$ cat src/sv/u8d_pkg.sv
// Shared types and constants for the UTF-8 sequence decoder.
`timescale 1ns / 1ps

package u8d_pkg;

   localparam int NumLanes = 3;

   localparam logic [7:0] ContLo  = 8'h80;
   localparam logic [7:0] ContHi  = 8'hBF;
   localparam logic [7:0] E0Lo    = 8'hA0;
   localparam logic [7:0] EdHi    = 8'h9F;
   localparam logic [7:0] F0Lo    = 8'h90;
   localparam logic [7:0] F4Hi    = 8'h8F;
   localparam logic [7:0] Mask2   = 8'h1F;
   localparam logic [7:0] Mask3   = 8'h0F;
   localparam logic [7:0] Mask4   = 8'h07;
   localparam logic [7:0] PayMask = 8'h3F;

   typedef enum logic [1:0] {
      ST_OK    = 2'd0,
      ST_BAD   = 2'd1,
      ST_SHORT = 2'd2
   } status_type;

   // what the lead byte implies
   typedef struct packed {
      logic       is_ascii;
      logic       is_bad;
      logic [2:0] len;
      logic [4:0] lead_bits;
      logic [7:0] lo;
      logic [7:0] hi;
   } lead_type;

   // what one trailing-byte lane found
   typedef struct packed {
      logic       ok;
      logic [5:0] payload;
   } lane_type;

   typedef struct packed {
      status_type  status;
      logic [2:0]  consumed;
      logic [2:0]  seq_len;
      logic [20:0] code_point;
   } result_type;

endpackage

$ cat src/sv/u8d_lead.sv
// Lead byte decoder: sequence length, payload bits and second-byte range.
`timescale 1ns / 1ps

module u8d_lead (
   input  logic [7:0]        byte0,
   output u8d_pkg::lead_type lead
);

   logic [7:0] masked;

   always_comb begin
      lead           = '0;
      lead.lo        = u8d_pkg::ContLo;
      lead.hi        = u8d_pkg::ContHi;
      lead.len       = 3'd1;
      masked         = 8'h00;
      unique case (byte0) inside
         [8'h00:8'h7F]: begin
            lead.is_ascii = 1'b1;
         end
         [8'hC2:8'hDF]: begin
            lead.len = 3'd2;
            masked   = byte0 & u8d_pkg::Mask2;
         end
         [8'hE0:8'hEF]: begin
            lead.len = 3'd3;
            masked   = byte0 & u8d_pkg::Mask3;
            if (byte0 == 8'hE0) lead.lo = u8d_pkg::E0Lo;
            if (byte0 == 8'hED) lead.hi = u8d_pkg::EdHi;   // keeps surrogates out
         end
         [8'hF0:8'hF4]: begin
            lead.len = 3'd4;
            masked   = byte0 & u8d_pkg::Mask4;
            if (byte0 == 8'hF0) lead.lo = u8d_pkg::F0Lo;
            if (byte0 == 8'hF4) lead.hi = u8d_pkg::F4Hi;   // nothing above U+10FFFF
         end
         default: begin
            lead.is_bad = 1'b1;
         end
      endcase
      lead.lead_bits = masked[4:0];
   end

endmodule

$ cat src/sv/u8d_lane.sv
// One trailing-byte lane: continuation and range check, payload extract.
`timescale 1ns / 1ps

module u8d_lane (
   input  logic [7:0]        data,
   input  logic [7:0]        lo,
   input  logic [7:0]        hi,
   output u8d_pkg::lane_type lane
);

   logic [7:0] pay;

   assign pay          = data & u8d_pkg::PayMask;
   assign lane.ok      = (data[7:6] == 2'b10) && (data >= lo) && (data <= hi);
   assign lane.payload = pay[5:0];

endmodule

$ cat src/sv/u8d_merge.sv
// Merges lead and lane findings into one result item.
`timescale 1ns / 1ps

module u8d_merge (
   input  logic [7:0]                              byte0,
   input  logic [2:0]                              avail,
   input  u8d_pkg::lead_type                       lead,
   input  u8d_pkg::lane_type [u8d_pkg::NumLanes-1:0] lanes,
   output u8d_pkg::result_type                     result
);

   logic [2:0]  navail;
   logic [20:0] cp;

   always_comb begin
      navail = avail;
      if (avail > 3'd4) navail = 3'd4;
      if (avail == 3'd0) navail = 3'd1;
   end

   always_comb begin
      case (lead.len)
         3'd2:    cp = {10'd0, lead.lead_bits, lanes[0].payload};
         3'd3:    cp = {5'd0, lead.lead_bits[3:0], lanes[0].payload, lanes[1].payload};
         default: cp = {lead.lead_bits[2:0], lanes[0].payload, lanes[1].payload,
                        lanes[2].payload};
      endcase
   end

   always_comb begin
      result.status     = u8d_pkg::ST_OK;
      result.consumed   = lead.len;
      result.seq_len    = lead.len;
      result.code_point = cp;
      if (lead.is_ascii) begin
         result.consumed   = 3'd1;
         result.seq_len    = 3'd1;
         result.code_point = {13'd0, byte0};
      end else if (lead.is_bad) begin
         result.status     = u8d_pkg::ST_BAD;
         result.consumed   = 3'd1;
         result.seq_len    = 3'd1;
         result.code_point = '0;
      end else if (navail < lead.len) begin
         // short window wins over any bad byte inside it
         result.status     = u8d_pkg::ST_SHORT;
         result.consumed   = navail;
         result.code_point = '0;
      end else if (!lanes[0].ok) begin
         result.status     = u8d_pkg::ST_BAD;
         result.consumed   = 3'd2;
         result.code_point = '0;
      end else if (lead.len >= 3'd3 && !lanes[1].ok) begin
         result.status     = u8d_pkg::ST_BAD;
         result.consumed   = 3'd3;
         result.code_point = '0;
      end else if (lead.len == 3'd4 && !lanes[2].ok) begin
         result.status     = u8d_pkg::ST_BAD;
         result.consumed   = 3'd4;
         result.code_point = '0;
      end
   end

endmodule

$ cat src/sv/utf8_sequence_decoder.sv
// Top level of the strict UTF-8 sequence decoder.
// Usage:
//  - req_ channel: one item per handshake, a window of up to four bytes from
//    the head of a string (req_byte0 is the lead byte) and req_avail, the
//    bytes present there (values above four count as four, zero as one).
//  - rsp_ channel: one item per request: status (ok, invalid, incomplete),
//    bytes to advance, sequence length and the decoded code point.
//  - Throughput is one item per cycle while the receiver does not stall.
//    The lead decoder and three trailing-byte lanes work in parallel and
//    the merge step sits in front of the output register.
//  - A two-entry output buffer (output register plus skid register) lets
//    req_ready depend only on local state; when the receiver stalls, one more
//    item is taken into the skid register, then req_ready drops until the
//    receiver takes an item.
//  - Reset empties both output entries; no other state is kept.
`timescale 1ns / 1ps

module utf8_sequence_decoder (
   input  logic        clock,
   input  logic        reset,
   input  logic        req_valid,
   output logic        req_ready,
   input  logic [7:0]  req_byte0,
   input  logic [7:0]  req_byte1,
   input  logic [7:0]  req_byte2,
   input  logic [7:0]  req_byte3,
   input  logic [2:0]  req_avail,
   output logic        rsp_valid,
   input  logic        rsp_ready,
   output logic [1:0]  rsp_status,
   output logic [2:0]  rsp_consumed,
   output logic [2:0]  rsp_seq_len,
   output logic [20:0] rsp_code_point
);

   u8d_pkg::lead_type                        lead;
   u8d_pkg::lane_type [u8d_pkg::NumLanes-1:0] lanes;
   u8d_pkg::result_type                      result;

   u8d_lead u_lead (
      .byte0 (req_byte0),
      .lead  (lead)
   );

   // only the second byte carries the lead-specific range
   u8d_lane u_lane1 (
      .data (req_byte1),
      .lo   (lead.lo),
      .hi   (lead.hi),
      .lane (lanes[0])
   );

   u8d_lane u_lane2 (
      .data (req_byte2),
      .lo   (u8d_pkg::ContLo),
      .hi   (u8d_pkg::ContHi),
      .lane (lanes[1])
   );

   u8d_lane u_lane3 (
      .data (req_byte3),
      .lo   (u8d_pkg::ContLo),
      .hi   (u8d_pkg::ContHi),
      .lane (lanes[2])
   );

   u8d_merge u_merge (
      .byte0  (req_byte0),
      .avail  (req_avail),
      .lead   (lead),
      .lanes  (lanes),
      .result (result)
   );

   // output buffer
   logic                main_valid_ff, main_valid_in;
   logic                skid_valid_ff, skid_valid_in;
   u8d_pkg::result_type main_ff, main_in;
   u8d_pkg::result_type skid_ff, skid_in;
   logic                accept;

   assign req_ready = !skid_valid_ff;
   assign accept    = req_valid && req_ready;

   always_comb begin
      main_valid_in = main_valid_ff;
      skid_valid_in = skid_valid_ff;
      main_in       = main_ff;
      skid_in       = skid_ff;
      if (!main_valid_ff || rsp_ready) begin
         if (skid_valid_ff) begin
            main_in       = skid_ff;
            main_valid_in = 1'b1;
            skid_valid_in = 1'b0;
         end else begin
            main_in       = result;
            main_valid_in = accept;
         end
      end else if (accept) begin
         skid_in       = result;
         skid_valid_in = 1'b1;
      end
   end

   always_ff @(posedge clock) begin
      if (reset) begin
         main_valid_ff <= 1'b0;
         skid_valid_ff <= 1'b0;
      end else begin
         main_valid_ff <= main_valid_in;
         skid_valid_ff <= skid_valid_in;
      end
   end

   always_ff @(posedge clock) begin
      main_ff <= main_in;
      skid_ff <= skid_in;
   end

   assign rsp_valid      = main_valid_ff;
   assign rsp_status     = main_ff.status;
   assign rsp_consumed   = main_ff.consumed;
   assign rsp_seq_len    = main_ff.seq_len;
   assign rsp_code_point = main_ff.code_point;

endmodule
$ cat config.mk
export PLATFORM = sky130hd
export DESIGN_NAME = utf8_sequence_decoder
export DESIGN_NICKNAME = d
export VERILOG_FILES = /design/src/sv/u8d_pkg.sv /design/src/sv/u8d_lead.sv /design/src/sv/u8d_lane.sv /design/src/sv/u8d_merge.sv /design/src/sv/utf8_sequence_decoder.sv
export SDC_FILE = /design/constraint.sdc
export NUM_CORES = 1
export LEC_CHECK = 0
export ABC_AREA = 1
export CORE_MARGIN = 2
export CORE_UTILIZATION = 60
export CTS_CLUSTER_DIAMETER = 30
export DETAILED_ROUTE_END_ITERATION = 8
export DONT_BUFFER_PORTS = 1
export PLACE_DENSITY = 0.77
export RECOVER_POWER = 100
export SYNTH_ARGS = -nofsm -noshare
export SYNTH_HDL_FRONTEND = slang
export SYNTH_SLANG_ARGS = --single-unit
export TNS_END_PERCENT = 10
$ cat constraint.sdc
create_clock -name clock -period 4.69 [get_ports clock]
set_input_delay 0.2345 -clock clock [delete_from_list [all_inputs] [get_ports clock]]
set_output_delay 0.2345 -clock clock [all_outputs]
set_load 0.01 [all_outputs]
==> impl_metrics.json <==
{
  "synth_fp_nets": 413,
  "avgSynthCellArea_um2": 8.82,
  "violations": "max-capacitance violations, max-slew violations",
  "endpoint": "skid_ff[14]",
  "synthTopCellsByArea": "edfxtp_1 (54%), nand2_1 (11%), inv_1 (5.6%), nor2_1 (4.6%), nand3_1 (4.3%)",
  "fmaxAchievable_mhz": 289,
  "path_clk_slew_ns": 0.07,
  "min_path_type": "input port to flip-flop",
  "utilization_pct": 66.3,
  "n_antenna_cell": 0,
  "io_pins": 70,
  "fillers": 417,
  "die_area_um2": 6010,
  "status": "complete, but fails checks",
  "cp-end-kind": "flip-flop",
  "startpoint_type": "input port",
  "crit_family": "simple AND/OR/NAND/NOR gates",
  "timing.rr.end": "skid_ff[13]",
  "path_depth": 16,
  "rows": 26,
  "cts-buffers-inserted": 9,
  "antenna_found_initial": 0,
  "drc": 0,
  "synth_enable_flop_cells": 58,
  "yosys_warnings": 0,
  "postCtsSetupBuffers": 0,
  "period_needed_ns": 3.46,
  "fin_nets": 412,
  "synth_cells": 368,
  "totalWireLength_um": 6860,
  "cp_common_cell": "nand2_1",
  "maxSlewHeadroom_pct": -9.24,
  "slowest_stage": "nor2_2",
  "portBuffers": 0,
  "start_util_pct": 62.7,
  "maxCapViolCount": 2,
  "synth.distinct_cells": 30,
  "layout_worst_path_cycle_share_pct": 73.7,
  "r2r_cells": 5,
  "crit_chain": "inv_1 -> nand2_1 -> nand2_1 -> nand3_1 -> nand2_1 -> inv_1 -> a221oi_1 -> ha_1 -> a21o_1 -> nand2_1 -> nand2_1 -> a21oi_1 -> nand2_1 -> nor2_2 -> nand2_1 -> nor2_1",
  "critPathArrivalTime_ns": 3.64,
  "worst_pin_slew_ns": 1.64,
  "cts-root-buf": "clkbuf_8",
  "die_w_um": 77.5,
  "hold_viol": 0,
  "slew_violations": 68,
  "ys_ff_latch": 60,
  "htreeDepth": 3,
  "dpl.hpwl_um": 5020,
  "via_per_inst": 5.64,
  "synth_ff_type": "edfxtp_1",
  "syn_to_final_growth_pct": 5.75,
  "p_leak_nw": 1.48,
  "cp_slowest_stage_delay_ns": 0.62,
  "cts-resized-gates": 0,
  "synthTopCellsByCount": "nand2_1 (96), edfxtp_1 (58), inv_1 (48)",
  "vdd_ir_drop_max_mv": 0.158,
  "grt_pass1_wl_um": 11200,
  "final-setup-viol-count": 0,
  "crit_path_max_fanout": 20,
  "cp-startpoint": "req_byte0[1]",
  "cts_tree": "done",
  "synthArstFlopShare_pct": 0,
  "clkSinkCount": 60,
  "skew_ns": 0.00729,
  "netlist.area_leader.share_pct": 53.7,
  "gp_congestion": 0.994,
  "vias": 2494,
  "grt_max_degree": 37,
  "clockBufferDepth": 2,
  "worstPathRequired_ns": 4.87,
  "syn-cell-area_um2": 3240,
  "rsz0062_at_grt": "no",
  "crit_buf_inv": 2,
  "synth_top_cell_by_area": "edfxtp_1",
  "overflow": 0,
  "ctsHoldBuffers": 1,
  "tns_ns": 0,
  "insertion_delay_ns": 0.33,
  "die_h_um": 77.5,
  "path_class": "input port to flip-flop",
  "grt_pass1_vias": 2205,
  "grt.total_usage_pct": 24.3,
  "seq_area_frac_synth_pct": 54.9,
  "wire_per_inst_um": 15.5,
  "r2r_start": "skid_valid_ff",
  "ant_nets": 0,
  "final_layout_size_suffix_gt1_share_pct": 5.38,
  "core_area_um2": 5170,
  "synth_most_common_cell": "nand2_1",
  "initialDrtViolationCount": 208,
  "dr.pass1.iters": 5,
  "p_per_area_nw_per_um2": 351,
  "rrSetupSlack_ns": 1.59
}
[how the worst min path moves through the flow]
| stage | end | startpoint | slack [ns] | cells past startpoint |
|---|---|---|---|---|
| floorplan | rsp_valid | reset | 0.30 | 1 |
| CTS | skid_ff[1] | req_byte0[1] | 0.1 | 2 |
| global route | skid_ff[1] | req_byte0[1] | 0.12 | 2 |
| detailed placement | rsp_valid | reset | 0.32 | 1 |
| global placement | rsp_valid | reset | 0.31 | 1 |
| finish | skid_ff[1] | req_byte0[1] | 0.12 | 2 |
[metal layers]
layer / share of wire (%) / vias to the layer above / GRT usage, % / routed length [µm]
met3: 8.3 / 11 / 6.28 / 572
met1: 47 / 1126 / 36.2 / 3220
met4: 1.7 / 0 / 10.9 / 117
met2: 43 / 131 / 33.4 / 2940
li1: - / 1226 / - / -
met5: 0 / - / 0 / 0
[area by class of cell]
class | count | area [µm²] | share of cell area [%]
inverter | 50 | 188 | 5.47
tap | 70 | 87.6 | 2.55
clock buffer | 14 | 163 | 4.74
multi-input combinational | 242 | 1150 | 33.6
sequential | 60 | 1780 | 51.9
timing repair buffer | 4 | 25.0 | 0.729
clock inverter | 2 | 35.0 | 1.02
[power breakdown]
group / leakage (nW) / switching (W) / internal [W]
clock network: 0.101 / 0.000187 / 0.000274
registers: 0.581 / 0.0000209 / 0.000620
logic: 0.798 / 0.0000750 / 0.0000285
total: 1.48 / 0.000283 / 0.000922
[logic make-up (layout without fill, tap and decap cells)]
group	Yosys count	count (layout)	synth area share (%)
AOI/OAI and AO/OA	46	46	8.87
adders and majority gates	6	6	2.31
buffers and inverters	66	70	8.41
DFF	60	60	54.9
and+or+nand+nor	190	190	25.5
[cells in the final DEF, fill, tap and decap left out, drive strengths merged]
cell type and count:
nor3 11, nand2 102, bufinv 1, nand3 29, nand4 4, a221oi 1
edfxtp 58, nor2 43, clkinv 2, ha 6, inv 49, o21ai 7
a21oi 18, clkbuf 16, o211ai 1, o221ai 6, dlygate4sd3 1, buf 1
o21bai 3, nand3b 1, o22ai 9, dfxtp 2, a21o 1
[state kept, by name (all words and copies together) (netlist names)]
name            count
rsp_code_point     21
rsp_valid           1
rsp_seq_len         3
rsp_consumed        3
skid_ff            29
skid_valid_ff       1
rsp_status          2
[through the flow]
step | setup WS, ns | total power (W) | instances | hold WS, ns | cell area (µm²)
after global placement | 1.36 | 0.000753 | 425 | 0.305 | 3270
after CTS | 1.52 | 0.00121 | 442 | 0.0970 | 3480
after global routing | 0.884 | 0.00125 | 442 | 0.120 | 3430
after detailed placement | 1.18 | 0.000756 | 425 | 0.317 | 3270
final | 1.23 | 0.00121 | 442 | 0.119 | 3430
after floorplan | 1.87 | 0.000735 | 368 | 0.304 | 3240
Note: power is estimated with default switching activity, not from simulation.
